===== config.mk =====
export PLATFORM = sky130hd
export DESIGN_NAME = cmac_front
export DESIGN_NICKNAME = d
export VERILOG_FILES = /design/src/rtl/cmac_pkg.sv /design/src/rtl/cmac_front.sv
export VERILOG_INCLUDE_DIRS = /design/src /design/src/rtl
export SDC_FILE = /design/constraint.sdc
export NUM_CORES = 1
export LEC_CHECK = 0
export ABC_AREA = 1
export BUFFER_PORTS_ARGS = -buffer_cell sky130_fd_sc_hd__clkbuf_2
export CORE_AREA = 2 2 211 213
export CTS_CLUSTER_DIAMETER = 50
export DETAILED_ROUTE_END_ITERATION = 7
export DIE_AREA = 0 0 213 215
export GPL_TIMING_DRIVEN = 0
export PLACE_DENSITY = 0.75
export SYNTH_ARGS = -nofsm -noshare
export SYNTH_HDL_FRONTEND = slang
export SYNTH_SLANG_ARGS = --single-unit

===== constraint.sdc =====
create_clock -name clock -period 21.2 [get_ports clock]
set_input_delay 4.24 -clock clock [delete_from_list [all_inputs] [get_ports clock]]
set_output_delay 4.24 -clock clock [all_outputs]
set_load 0.02 [all_outputs]

===== src/rtl/cmac_aes128_tag_unit_defines.svh =====
// Assertion macros shared by the CMAC tag unit RTL.
`ifndef CMAC_AES128_TAG_UNIT_DEFINES_SVH
`define CMAC_AES128_TAG_UNIT_DEFINES_SVH
// Implication checked on every clock edge outside reset.
`define CMAC_ASSERT_IMP(label, clk, rst, cond, prop) \
   label: assert property (@(posedge clk) disable iff (rst) (cond) |-> (prop)) \
      else $error("assertion failed");
// Implication checked in the cycle after the condition.
`define CMAC_ASSERT_NEXT(label, clk, rst, cond, prop) \
   label: assert property (@(posedge clk) disable iff (rst) (cond) |=> (prop)) \
      else $error("assertion failed");
`endif


===== src/rtl/cmac_pkg.sv =====
// Types, constants and AES helper functions for the CMAC tag unit.
package cmac_pkg;
   typedef struct packed {
      logic [63:0] block_high;
      logic [63:0] block_low;
      logic [4:0]  byte_count;
      logic        last_block;
      logic [63:0] expected_high;
      logic [63:0] expected_low;
      logic [4:0]  compare_length;
   } cmac_req_type;

   typedef struct packed {
      logic [63:0] tag_high;
      logic [63:0] tag_low;
      logic        tag_match;
   } cmac_rsp_type;

   // Item as prepared by the front end: data block already masked and padded.
   typedef struct packed {
      logic [127:0] data;
      logic         last;
      logic         full;
      logic [127:0] expected;
      logic [15:0]  cmp_mask;
   } cmac_job_type;

   typedef enum logic [1:0] {
      ENG_IDLE  = 2'd0,
      ENG_SUBKEY = 2'd1,
      ENG_BLOCK = 2'd2,
      ENG_OUT   = 2'd3
   } cmac_eng_state_type;

   localparam logic       CSR_KEY_HIGH = 1'b0;
   localparam logic       CSR_KEY_LOW  = 1'b1;
   localparam logic [7:0] RB_CONST     = 8'h87;
   localparam logic [7:0] PAD_BYTE     = 8'h80;
   localparam logic [4:0] BLOCK_BYTES  = 5'd16;
   localparam int         NUM_ROUNDS   = 10;

   localparam logic [7:0] SBOX [256] = '{
      8'h63,8'h7c,8'h77,8'h7b,8'hf2,8'h6b,8'h6f,8'hc5,8'h30,8'h01,8'h67,8'h2b,8'hfe,8'hd7,8'hab,8'h76,
      8'hca,8'h82,8'hc9,8'h7d,8'hfa,8'h59,8'h47,8'hf0,8'had,8'hd4,8'ha2,8'haf,8'h9c,8'ha4,8'h72,8'hc0,
      8'hb7,8'hfd,8'h93,8'h26,8'h36,8'h3f,8'hf7,8'hcc,8'h34,8'ha5,8'he5,8'hf1,8'h71,8'hd8,8'h31,8'h15,
      8'h04,8'hc7,8'h23,8'hc3,8'h18,8'h96,8'h05,8'h9a,8'h07,8'h12,8'h80,8'he2,8'heb,8'h27,8'hb2,8'h75,
      8'h09,8'h83,8'h2c,8'h1a,8'h1b,8'h6e,8'h5a,8'ha0,8'h52,8'h3b,8'hd6,8'hb3,8'h29,8'he3,8'h2f,8'h84,
      8'h53,8'hd1,8'h00,8'hed,8'h20,8'hfc,8'hb1,8'h5b,8'h6a,8'hcb,8'hbe,8'h39,8'h4a,8'h4c,8'h58,8'hcf,
      8'hd0,8'hef,8'haa,8'hfb,8'h43,8'h4d,8'h33,8'h85,8'h45,8'hf9,8'h02,8'h7f,8'h50,8'h3c,8'h9f,8'ha8,
      8'h51,8'ha3,8'h40,8'h8f,8'h92,8'h9d,8'h38,8'hf5,8'hbc,8'hb6,8'hda,8'h21,8'h10,8'hff,8'hf3,8'hd2,
      8'hcd,8'h0c,8'h13,8'hec,8'h5f,8'h97,8'h44,8'h17,8'hc4,8'ha7,8'h7e,8'h3d,8'h64,8'h5d,8'h19,8'h73,
      8'h60,8'h81,8'h4f,8'hdc,8'h22,8'h2a,8'h90,8'h88,8'h46,8'hee,8'hb8,8'h14,8'hde,8'h5e,8'h0b,8'hdb,
      8'he0,8'h32,8'h3a,8'h0a,8'h49,8'h06,8'h24,8'h5c,8'hc2,8'hd3,8'hac,8'h62,8'h91,8'h95,8'he4,8'h79,
      8'he7,8'hc8,8'h37,8'h6d,8'h8d,8'hd5,8'h4e,8'ha9,8'h6c,8'h56,8'hf4,8'hea,8'h65,8'h7a,8'hae,8'h08,
      8'hba,8'h78,8'h25,8'h2e,8'h1c,8'ha6,8'hb4,8'hc6,8'he8,8'hdd,8'h74,8'h1f,8'h4b,8'hbd,8'h8b,8'h8a,
      8'h70,8'h3e,8'hb5,8'h66,8'h48,8'h03,8'hf6,8'h0e,8'h61,8'h35,8'h57,8'hb9,8'h86,8'hc1,8'h1d,8'h9e,
      8'he1,8'hf8,8'h98,8'h11,8'h69,8'hd9,8'h8e,8'h94,8'h9b,8'h1e,8'h87,8'he9,8'hce,8'h55,8'h28,8'hdf,
      8'h8c,8'ha1,8'h89,8'h0d,8'hbf,8'he6,8'h42,8'h68,8'h41,8'h99,8'h2d,8'h0f,8'hb0,8'h54,8'hbb,8'h16
   };

   function automatic logic [7:0] xtime(input logic [7:0] b);
      xtime = {b[6:0], 1'b0} ^ (b[7] ? 8'h1b : 8'h00);
   endfunction

   // Byte i of a 128-bit block, byte 0 in the top bits.
   function automatic logic [7:0] byte_at(input logic [127:0] s, input int i);
      byte_at = s[127-8*i -: 8];
   endfunction

   // One AES round: SubBytes, ShiftRows, optional MixColumns, AddRoundKey.
   function automatic logic [127:0] aes_round(input logic [127:0] s,
                                              input logic [127:0] rk,
                                              input logic         final_rnd);
      logic [7:0]   t [16];
      logic [127:0] o;
      logic [7:0]   a0, a1, a2, a3;
      for (int c = 0; c < 4; c++) begin
         for (int j = 0; j < 4; j++) begin
            t[j+4*c] = SBOX[byte_at(s, j + 4*((c + j) % 4))];
         end
      end
      for (int c = 0; c < 4; c++) begin
         a0 = t[4*c]; a1 = t[4*c+1]; a2 = t[4*c+2]; a3 = t[4*c+3];
         if (final_rnd) begin
            o[127-32*c -: 32] = {a0, a1, a2, a3};
         end else begin
            o[127-32*c -: 32] = {xtime(a0) ^ xtime(a1) ^ a1 ^ a2 ^ a3,
                                 a0 ^ xtime(a1) ^ xtime(a2) ^ a2 ^ a3,
                                 a0 ^ a1 ^ xtime(a2) ^ xtime(a3) ^ a3,
                                 xtime(a0) ^ a0 ^ a1 ^ a2 ^ xtime(a3)};
         end
      end
      aes_round = o ^ rk;
   endfunction

   // Next round key from the current one and the round constant.
   function automatic logic [127:0] key_step(input logic [127:0] k,
                                             input logic [7:0]   rcon);
      logic [31:0] w0, w1, w2, w3, g;
      w0 = k[127:96]; w1 = k[95:64]; w2 = k[63:32]; w3 = k[31:0];
      g  = {SBOX[w3[23:16]] ^ rcon, SBOX[w3[15:8]], SBOX[w3[7:0]], SBOX[w3[31:24]]};
      w0 = w0 ^ g;
      w1 = w1 ^ w0;
      w2 = w2 ^ w1;
      w3 = w3 ^ w2;
      key_step = {w0, w1, w2, w3};
   endfunction

   // Doubling in GF(2^128) with the CMAC feedback constant.
   function automatic logic [127:0] gf_double(input logic [127:0] v);
      gf_double = {v[126:0], 1'b0} ^ {120'd0, (v[127] ? RB_CONST : 8'h00)};
   endfunction
endpackage


===== src/rtl/cmac_front.sv =====
// Front end: accepts request items, masks and pads the block, builds the compare mask.
module cmac_front (
   input  logic                  clock,
   input  logic                  reset,
   input  logic                  req_valid,
   output logic                  req_stall,
   input  cmac_pkg::cmac_req_type req_data,
   output logic                  job_valid,
   input  logic                  job_ready,
   output cmac_pkg::cmac_job_type job_data
);
   import cmac_pkg::*;

   localparam int DEPTH = 2;

   cmac_job_type q_ff [DEPTH];
   logic         wr_ptr_ff, wr_ptr_in, rd_ptr_ff, rd_ptr_in;
   logic [1:0]   count_ff, count_in;
   cmac_job_type job;
   logic [4:0]   n, m;
   logic         push, pop;

   always_comb begin
      n = (req_data.byte_count > BLOCK_BYTES) ? BLOCK_BYTES : req_data.byte_count;
      m = (req_data.compare_length > BLOCK_BYTES) ? BLOCK_BYTES : req_data.compare_length;
      job.last     = req_data.last_block;
      job.full     = (n == BLOCK_BYTES);
      job.expected = {req_data.expected_high, req_data.expected_low};
      for (int i = 0; i < 16; i++) begin
         job.cmp_mask[15-i] = (5'(i) < m);
         if (!req_data.last_block || 5'(i) < n) begin
            job.data[127-8*i -: 8] = byte_at({req_data.block_high, req_data.block_low}, i);
         end else if (5'(i) == n) begin
            job.data[127-8*i -: 8] = PAD_BYTE;
         end else begin
            job.data[127-8*i -: 8] = 8'h00;
         end
      end
   end

   assign req_stall = (count_ff == 2'(DEPTH));
   assign push      = req_valid && !req_stall;
   assign job_valid = (count_ff != 2'd0);
   assign pop       = job_valid && job_ready;
   assign job_data  = q_ff[rd_ptr_ff];

   always_comb begin
      wr_ptr_in = push ? !wr_ptr_ff : wr_ptr_ff;
      rd_ptr_in = pop ? !rd_ptr_ff : rd_ptr_ff;
      count_in  = count_ff + 2'(push) - 2'(pop);
   end

   always_ff @(posedge clock) begin
      if (reset) begin
         wr_ptr_ff <= 1'b0;
         rd_ptr_ff <= 1'b0;
         count_ff  <= 2'd0;
      end else begin
         wr_ptr_ff <= wr_ptr_in;
         rd_ptr_ff <= rd_ptr_in;
         count_ff  <= count_in;
      end
   end

   always_ff @(posedge clock) begin
      if (push) begin
         q_ff[wr_ptr_ff] <= job;
      end
   end

   `include "cmac_aes128_tag_unit_defines.svh"
   `CMAC_ASSERT_IMP(a_no_overflow, clock, reset, 1'b1, count_ff <= 2'(DEPTH))
   `CMAC_ASSERT_NEXT(a_push_counts, clock, reset, push && !pop, count_ff == $past(count_ff) + 2'd1)
   `CMAC_ASSERT_NEXT(a_pop_counts, clock, reset, pop && !push, count_ff == $past(count_ff) - 2'd1)
endmodule


==> impl_metrics.py <==
metrics = {
    "clock_tree": {
        "cts_max_level": 2,
        "postCtsSetupBuffers": 0,
        "clock_path_buffers": 3,
        "clock_tree.root_cell": "clkbuf_16",
        "cts.sinks": 553,
        "tritoncts": "yes",
        "cts.clk_slew.worst_paths_ns": 0.06,
        "cts_inserted_buffers": 56,
        "worst_skew_pair.late_latency_ns": 0.58,
        "resized_cells_post_cts": 0,
        "cts_hold_repair.buffers": 0,
    },
    "placed_design": {
        "hpwlAfterDp_um": 36600,
        "gpl.final_weighted_congestion": 0.826,
        "place_worst_setup_slack_ns": 14.39,
        "placed_cell_area_mm2": 0.0254,
        "portBuffers": 545,
    },
    "drt": {
        "wirelength_um": 49600,
        "drt.antenna.violating_nets": 0,
        "detail_route.iter0.violations": 675,
        "drt_pass1_iterations": 4,
        "avgViaCountPerCell": 4.93,
        "routed_wire_length_per_instance_um": 19.8,
        "num_vias": 12400,
        "remaining_drc_errors": 0,
    },
    "worst_setup_path": {
        "timing.critical_path.cells": "buf_2 > buf_4 > mux2_2 > clkbuf_2",
        "cp-endpoint": "job_data[257]",
        "timing.critical_path.to_type": "output port",
        "regToRegStartpoint": "count_ff[1]$_SDFF_PP0_",
        "reg2reg_slack_ns": 18.30,
        "crit_path_max_incr_delay_ns": 0.40,
        "max_stage_delay_cell_worst_path": "dfxtp_1",
        "timing.critical_path.from_type": "flop",
        "setup.worst_path.class": "reg2out",
        "rr_endpoint": "q_ff[1][212]$_DFFE_PP_",
        "required_ns": 16.96,
        "crit_path_max_fanout": 10,
        "depth_of_the_worst_register_to_register_path": 7,
        "critPathArrivalTime_ns": 2.21,
    },
    "grt": {
        "grt_overflow": 0,
        "maximum_number_of_pins_on_one_net_before_global_route_repair": 33,
        "grt.total_usage": 0.211,
        "wire_length_of_the_first_global_routing_pass_um": 72500,
        "antenna_found_initial": 4,
        "grt_pass1_vias": 13100,
    },
    "sta": {
        "tightest_slew_ns": 0.962,
        "final_max_slew_viol_count": 0,
        "maximum_clock_frequency_mhz": 155,
        "report.final.setup_viol": 0,
        "grt_setup_unrepaired": "no",
        "fin_crit_sh": 0.304,
        "fin_ws_ns": 14.75,
        "slew-limit-headroom": 0.357,
        "clock_skew_ns": 0.00965,
        "hold_slack_ns": 0.481,
        "final_tns_setup_ns": 0,
        "fin_crit_ns": 6.45,
        "final-hold-violation-count": 0,
    },
    "floorplan": {
        "floorplan.initialDensity": 0.495,
        "dieArea_mm2": 0.0458,
        "top_level_ports": 547,
        "fp.dieH_um": 215,
        "core_area_mm2": 0.0436,
        "floorplan.rows": 77,
        "die-width_um": 213,
    },
    "synth": {
        "synth-seq-area-share": 0.767,
        "synth.lib_cells_used.distinct": 33,
        "synth_area_leaders": "edfxtp_1, mux2_2, inv_1, nor2_1, buf_4",
        "synth_largest_area_cell": "edfxtp_1",
        "postSynthAreaPerCell_um2": 17.3,
        "netlist_instances": 1247,
        "synthDominantCellAreaShare": 0.762,
        "synth_area_mm2": 0.0216,
        "ys_warn_count": 0,
        "synth.ff_latch_count": 553,
        "synth_nets": 1520,
    },
    "finish": {
        "design_area_mm2": 0.0273,
        "layout.filler_cells": 3236,
        "post_route_cells_drive_above_1_share": 0.519,
        "layout.nets": 2141,
        "layout.core_utilization": 0.625,
        "syn2layout_area_growth_pct": 26.3,
    },
    "pwr": {
        "leak_nw": 11.0,
        "power_frac_clock": 0.292,
        "combinationalPowerShare": 0.275,
        "switching_power_mw": 0.994,
        "p_seq_frac": 0.433,
        "power_per_cell_area_mw_per_mm2": 121,
        "switching_share": 0.302,
        "power_report.internal_total_mw": 2.30,
        "ir_drop_mv": 0.108,
    },
    "hold_path": {
        "worstHoldPathType": "reg2reg",
    },
    "run_status": {
        "run_status": "complete, no violations",
    },
    "job": {
        "timing.max_cap.violations": 0,
    },
}
==> power groups by stage <==
| stage | sequential (mW) | combinational [mW] | clock, mW |
|---|---|---|---|
| global route | 1.44 | 0.962 | 1.02 |
| finish | 1.43 | 0.905 | 0.963 |
| detailed placement | 1.45 | 0.912 | 0 |
| floorplan | 1.52 | 0.573 | 0 |
| global placement | 1.57 | 0.866 | 0 |
| CTS | 1.43 | 0.918 | 0.982 |
==> cell usage in the layout (no fill, tap or decap), types with 2 or more instances in the layout <==
master      Yosys  routed
edfxtp_1      548     548
nor2_1        112     110
a21oi_1         4       4
a31oi_1         2       2
mux2_2        274     274
ha_1            2       2
buf_4          29      29
clkbuf_2        0     545
bufinv_16       0       6
buf_2           4       4
clkinv_2        0      12
inv_2           8       8
nand2_2         6       6
nand2_1        54      54
nor2_2          9       9
clkinv_1        0      12
nand2_4         4       4
o21ai_1         2       2
clkinvlp_4      0       4
inv_8           1       2
buf_16          0       3
clkbuf_16       0      57
diode_2         0       2
o21ai_0        11      11
inv_6           1       4
nand4_1         4       4
clkbuf_1        2       9
buf_12          1      16
nand3_1        10      10
nor2_4          3       5
dfxtp_1         5       5
inv_1         142     142
==> layer usage <==
metal  vias up  part of all wire  global-route usage
met5         -           0.00026                   0
met1      5984              0.35               0.224
met4         2             0.036              0.0855
met3       101              0.11              0.0836
li1       5771                 -                   -
met2       500              0.51               0.371
==> worst min-delay path by stage <==
stage	start	to	slack, ns	depth (start not counted)
floorplan	rd_ptr_ff$_SDFFE_PP0P_	flop	0.45	2
global placement	rd_ptr_ff$_SDFFE_PP0P_	rd_ptr_ff$_SDFFE_PP0P_	0.46	2
detailed placement	rd_ptr_ff$_SDFFE_PP0P_	rd_ptr_ff$_SDFFE_PP0P_	0.47	2
CTS	rd_ptr_ff$_SDFFE_PP0P_	rd_ptr_ff$_SDFFE_PP0P_	0.48	2
global route	rd_ptr_ff$_SDFFE_PP0P_	rd_ptr_ff$_SDFFE_PP0P_	0.51	2
finish	rd_ptr_ff$_SDFFE_PP0P_	rd_ptr_ff$_SDFFE_PP0P_	0.48	2
==> cells in the mapped netlist <==
master,instances
edfxtp_1,548
mux2_2,274
inv_1,142
nor2_1,112
nand2_1,54
buf_4,29
o21ai_0,11
nand3_1,10
nor2_2,9
inv_2,8
nand2_2,6
dfxtp_1,5
a21oi_1,4
buf_2,4
nand2_4,4
nand4_1,4
nor2_4,3
a31oi_1,2
clkbuf_1,2
ha_1,2
o21ai_1,2
and2_1,1
buf_12,1
inv_6,1
inv_8,1
nand2_8,1
nor2_8,1
nor3_1,1
o21a_1,1
o21ai_2,1
o21ai_4,1
o21bai_1,1
xnor2_1,1
==> metrics by stage <==
step,power [mW],instances
2_1_floorplan,2.09,1247
3_3_place_gp,2.44,2384
3_5_place_dp,2.36,2402
4_1_cts,3.33,2505
5_1_grt,3.42,2507
6_report,3.29,2507
==> critical path: cells and delay by family, from the launching register on <==
| kind | cells | cell delay [ns] |
|---|---|---|
| flip-flops | 1 | 0.40 |
| multiplexers | 1 | 0.40 |
| buffers and inverters | 3 | 0.82 |
==> final cells by class <==
cell class | count | area (µm²) | share of cell area
clock buffers | 64 | 1450 | 0.0533
inverters | 152 | 583 | 0.0214
clock inverters | 39 | 362 | 0.0133
plain buffers | 36 | 265 | 0.00973
repair buffers | 563 | 3110 | 0.114
multi-input cells | 506 | 4190 | 0.154
diodes | 2 | 5.00 | 0.000184
well taps | 592 | 741 | 0.0272
flip-flops and latches | 553 | 16600 | 0.607
==> state kept, by name, summed over array words and instances (netlist names), named ones only <==
signal     cells
wr_ptr_ff      1
q_ff         548
count_ff       2
rd_ptr_ff      1
==> logic make-up after synthesis <==
kind of cell | after synthesis | synth area share
adders and majority gates | 2 | 0.00116
and+or+nand+nor | 206 | 0.0427
buffers and inverters | 188 | 0.0393
DFF | 553 | 0.767
muxes | 274 | 0.143
xor gates and xnor gates | 1 | 0.000406
AOI/OAI and AO/OA | 23 | 0.00638
No activity file was read; power rests on OpenSTA's default activity.
